`src/spa_pkg.sv`:
```
// Shared types and constants for the sorted pitch alignment block.
// No dependencies.
package spa_pkg;
  localparam int MAX_VOICES = 16;
  localparam logic [1:0] OP_LOAD_OLD = 2'd0;
  localparam logic [1:0] OP_LOAD_NEW = 2'd1;
  localparam logic [1:0] OP_COMPUTE  = 2'd2;
  localparam logic [1:0] PICK_SKIP_OLD = 2'd0;
  localparam logic [1:0] PICK_SKIP_NEW = 2'd1;
  localparam logic [1:0] PICK_MATCH    = 2'd2;
  localparam int PITCH_W = 16;
  typedef logic [PITCH_W-1:0] pitch_t;
endpackage

```
`src/spa_cell.sv`:
```
// One column cell of the alignment table row: holds match count, cost and choice.
// Depends on spa_pkg.
module spa_cell import spa_pkg::*; #(
  parameter int MW = 5,
  parameter int CW = 20
) (
  input  logic          clk,
  input  logic          en,
  input  logic          i_ok,
  input  logic          j_ok,
  input  logic          corner,
  input  logic [MW-1:0] below_m,
  input  logic [CW-1:0] below_c,
  input  logic [MW-1:0] right_m,
  input  logic [CW-1:0] right_c,
  input  logic [MW-1:0] diag_m,
  input  logic [CW-1:0] diag_c,
  input  pitch_t        po,
  input  pitch_t        pn,
  output logic [MW-1:0] m_r,
  output logic [CW-1:0] c_r,
  output logic [1:0]    pick_r
);
  logic [MW-1:0] bm, cm;
  logic [CW-1:0] bc, cc;
  logic [1:0] bp;
  logic have;
  pitch_t d;
  always_comb begin
    bm = '0; bc = '0; bp = PICK_SKIP_OLD; have = 1'b0;
    d = (po > pn) ? po - pn : pn - po;
    cm = diag_m + MW'(1);
    cc = diag_c + CW'(d);
    if (i_ok) begin
      bm = below_m; bc = below_c; have = 1'b1;
    end
    if (j_ok && (!have || right_m > bm || (right_m == bm && right_c < bc))) begin
      bm = right_m; bc = right_c; bp = PICK_SKIP_NEW;
    end
    if (i_ok && j_ok && (cm > bm || (cm == bm && cc < bc))) begin
      bm = cm; bc = cc; bp = PICK_MATCH;
    end
    if (corner) begin
      bm = '0; bc = '0; bp = PICK_SKIP_OLD;
    end
  end
  always_ff @(posedge clk) begin
    if (en) begin
      m_r <= bm; c_r <= bc; pick_r <= bp;
    end
  end
endmodule

```
`config.mk`:
```
export PLATFORM = sky130hd
export DESIGN_NAME = spa_cell
export DESIGN_NICKNAME = d
export VERILOG_FILES = /design/src/spa_pkg.sv /design/src/spa_cell.sv
export SDC_FILE = /design/constraint.sdc
export NUM_CORES = 1
export LEC_CHECK = 0
export BUFFER_PORTS_ARGS = -buffer_cell sky130_fd_sc_hd__buf_4
export CORE_ASPECT_RATIO = 0.7
export CORE_MARGIN = 1.5
export CORE_UTILIZATION = 45
export DETAILED_ROUTE_END_ITERATION = 7
export GPL_ROUTABILITY_DRIVEN = 1
export HOLD_SLACK_MARGIN = 0.05
export PLACE_DENSITY = 0.74
export SETUP_SLACK_MARGIN = 0.15
export SLEW_MARGIN = 15
export SYNTH_ARGS = -nofsm -noshare
export SYNTH_HDL_FRONTEND = slang
export SYNTH_SLANG_ARGS = --single-unit
```
`constraint.sdc`:
```
create_clock -name clk -period 9.9 [get_ports clk]
set_input_delay 1.98 -clock clk [delete_from_list [all_inputs] [get_ports clk]]
set_output_delay 1.98 -clock clk [all_outputs]
set_load 0.01 [all_outputs]
```
# After elaboration in Yosys (flattened, before gate mapping)
# Cells that the tools add are included.
# word_totals
reg_bits,27
wordCells,35
# op_classes
add_sub_neg,4
magnitude_cmp,5
eq_ne,2
mux,10
reduce_logical,10
# op_table
operator,n
two-way mux 20 bit,3
< comparator 20 bit,2
subtractor 16 bit,2
adder 20 x 16 -> 20 bit,1
> comparator 16 bit,1
two-way mux 16 bit,1
two-way mux 5 bit,3
== test 5 bit,2
> comparator 5 bit,2
adder 5 x 1 -> 5 bit (second input constant),1
logical AND 1 bit,5
logical OR 1 bit,3
two-way mux 1 bit,2
two-way mux 2 bit,1
OR reduction 2 bit,1
zero test 1 bit,1

# Logic depth before layout (Yosys ltp)
# depth
word_depth,11
mapped_depth,32
mapped_depth_nobuf,29

# Least setup slack after synthesis
# Ideal clock, no wire load.
# synth_path
kind,input port to flip-flop
startpoint,input po[0]
endpoint,register m_r[0] (data pin)
setup_ns,0.256
arrival_time_ns,7.489
t_required_ns,9.644
setup_slack_ns,2.156
stages,30
cell_sequence,inv_1 > ha_1 > inv_1 > fa_1 > a211oi_1 > o211ai_2 > nand4_4 > a21oi_4 > buf_6 > buf_2 > mux2i_1 > xnor2_1 > ha_1 > o211a_1 > o21a_1 > o211ai_1 > a311oi_1 > or3_1 > a21oi_1 > nor3_1 > or2_1 > ha_1 > and4_1 > and4_1 > a21oi_1 > o211ai_1 > a211oi_1 > a31oi_4 > buf_6 > a31o_2
# synth_between
elab_chain_cells,8
word_cells_on_any_way,10
cone_classes,add/sub: 3; order compare: 2; mux: 2; reduce/logical: 3
# synth_rtl
element,line_no,source
start: declaration,spa_cell.sv:18,"input pitch_t po,"
subtractor 16 bit / > comparator 16 bit (equally long branches),spa_cell.sv:31,d = (po > pn) ? po - pn : pn - po;
two-way mux 16 bit (*),spa_cell.sv:31,
adder 20 x 16 -> 20 bit (*),spa_cell.sv:33,cc = diag_c + CW'(d);
< comparator 20 bit (*),spa_cell.sv:40,if (i_ok && j_ok && (cm > bm || (cm == bm && cc < bc))) begin
logical AND 1 bit (*),spa_cell.sv:40,
logical OR 1 bit (*),spa_cell.sv:40,
logical AND 1 bit (*),spa_cell.sv:40,
two-way mux 5 bit (*),spa_cell.sv:40,
end signal: assignment,spa_cell.sv:49,m_r <= bm; c_r <= bc; pick_r <= bp;
end: declaration,spa_cell.sv:20,"output logic [MW-1:0] m_r,"
# Mark *: on every way between the ends. The rest lies on a longest branch, timed or not.
# A chain may end at the register's enable or synchronous reset.

# Worst setup path after layout
# layout_path
startpoint,input po[11]
endpoint,register m_r[0] (data pin)
# The elaborated chain is that of the path after synthesis.

==> impl_metrics.ini <==
[logic_synthesis]
synthDistinctLibCells = 77
syn-cell-area_sq_um = 5340
synth_seq_cells = 27
netlist.area_leader.share = 0.225
synth-async-reset-ratio = 0
syn_nets = 852
netlist_instances = 641
syn_avg_cell_area_sq_um = 8.33
synth_edf_count = 27
synth_ff_type = edfxtp_1
synth.area.top_cells = ha_1 22%, edfxtp_1 15%, a21oi_1 5.8%
yosys_warnings = 0
yosysSeqAreaShare = 0.152
yosysTopAreaCell = ha_1

[setup_path]
cp_common_cell = ha_1
worstSetupStartpointType = input port
critPathKind = input port to register
startpoint = po[11]
worstPathMaxFanout = 32
end_kind = register
worstPathArrival_ns = 8.80
worst-path-buf-inv = 3
slowest_stage = a21oi_4
crit_path_max_incr_delay_ns = 0.64
worstPathRequired_ns = 9.93
crit_family = compound AO/OA/AOI/OAI gates

[status]
status = completed

[place]
place.port_buffers = 138
place_ws_ns = 0.919
dpl_cell_area_sq_um = 6420
dp_hpwl_microns = 12800
dp_cells = 913
place_congestion = 0.928

[timing]
hold_ws_ns = 2.16
fin_ws_ns = 1.14
fmax_mhz = 114
worst_pin_slew_ns = 0.900
post-route-period-util = 0.885
maxSlewHeadroom = 0.384
finalMaxSlewViolations = 0
setup_viol = 0
setup_tns_ns = 0
final_hold_viol_count = 0
period_needed_ns = 8.76
rsz0062_at_grt = false

[global_routing]
grt_pass1_vias = 4886
grt_max_degree = 41
antenna_found_initial = 0
grt_pass1_wl_microns = 24100
grt_overflow = 0
grt_usage = 0.238

[flow_run]
cap_violations = 0

[layout]
drive_gt1_frac = 0.258
num_antenna_cells = 0
finalNonFillerCells = 917
syn_to_final_growth_pct = 21.8
final_area_sq_um = 6500
fill_cells = 1109
utilization = 0.559
fin_nets = 972

[floorplanning]
die_area_sq_um = 12500
dieHeight_microns = 94.1
die-width_microns = 133
rows = 33
start_util = 0.459
core_area_sq_um = 11600
ios = 139

[route]
viasPerCell = 5.52
routed_wl_microns = 15000
drc = 0
ant_nets = 0
post_drt_wl_per_cell_microns = 16.4
drtIter0Drc = 251
vias = 5064
first_pass_iters = 4

[clock_tree]
cts_made_buffers = 3
postCtsHoldBufs = 0
cts.sinks = 27
clock_path_buffers = 2
root_buffer = clkbuf_16
cts_setup_buffers = 0
cts_tree = done
post_cts_resize_count = 0
cts_max_level = 1
clkTransAtPathRegs_ns = 0.07

[hold_path]
min_from = en
min_path_type = input port to register

[power]
power.leakage_nw = 3.13
vdd_drop_max_mv = 0.0787
power_uw = 810
power_density_nw_per_um2 = 125
synthesized netlist by cell type (3+ instances only):
library cell,n
o21ai_0,25
and2_1,5
nor3_1,6
nand2_1,53
fa_1,3
a21oi_1,62
mux2_2,3
o2111ai_1,3
a31oi_1,6
clkbuf_1,5
a2111oi_0,3
nand3b_1,3
mux2i_1,22
o21bai_1,5
nor2b_1,3
and3_1,3
a211oi_1,7
a211oi_2,13
xnor2_1,22
buf_2,11
nor2_1,44
edfxtp_1,27
o21ai_1,3
and4_1,5
o21a_1,9
buf_6,4
a311oi_1,3
nand2b_1,5
ha_1,96
nand4_1,11
xor2_1,11
o211ai_1,8
inv_1,64
nor2_2,13
nand3_1,6
a21o_1,20
power by group:
part	switching, mW	internal, mW	total (mW)	leakage, nW
logic	0.316	0.250	0.566	2.84
clock network	0.0430	0.0552	0.0981	0.0371
registers	0.00385	0.142	0.146	0.259
total	0.363	0.447	0.810	3.13
metal layers:
layer  global-route usage  up-vias  share of wire
met4               0.0272        0         0.0067
met5                    0        -              0
li1                     -     2575              -
met3               0.0405       10          0.055
met1                0.354     2353           0.51
met2                0.368      126           0.43
cells by family after synthesis:
family | after synthesis | share of synthesized area
compound gates | 196 | 0.264
xor+xnor | 33 | 0.0541
buf+inv | 89 | 0.0783
mux | 25 | 0.0476
simple gates | 172 | 0.168
fa+ha+maj | 99 | 0.236
flops | 27 | 0.152
area by class of cell:
cell class / count / area, sq um / area share
Multi-Input combinational cell: 525 / 4110 / 0.632
Clock buffer: 3 / 75.1 / 0.0115
Timing Repair Buffer: 140 / 1060 / 0.163
Tap cell: 157 / 196 / 0.0302
Inverter: 64 / 240 / 0.0369
Clock inverter: 1 / 7.51 / 0.00115
Sequential cell: 27 / 811 / 0.125
registers in the layout, indices dropped and copies added (netlist names):
register / count
pick_r: 2
m_r: 5
c_r: 20
worst paths after layout:
check | to | slack (ns) | cells past startpoint
setup / recovery | m_r[0] | 1.14 | 29
hold / removal | c_r[3] | 2.16 | 1
cell usage in the layout (no fill, tap or decap), drive strengths merged, types with 22 or more instances in the layout:
master and n:
buf 140, ha 96, inv 64, a21oi 64
nor2 57, nand2 53, o21ai 28, edfxtp 27
xnor2 22, mux2i 22
Power figures use the tool's default switching activity.
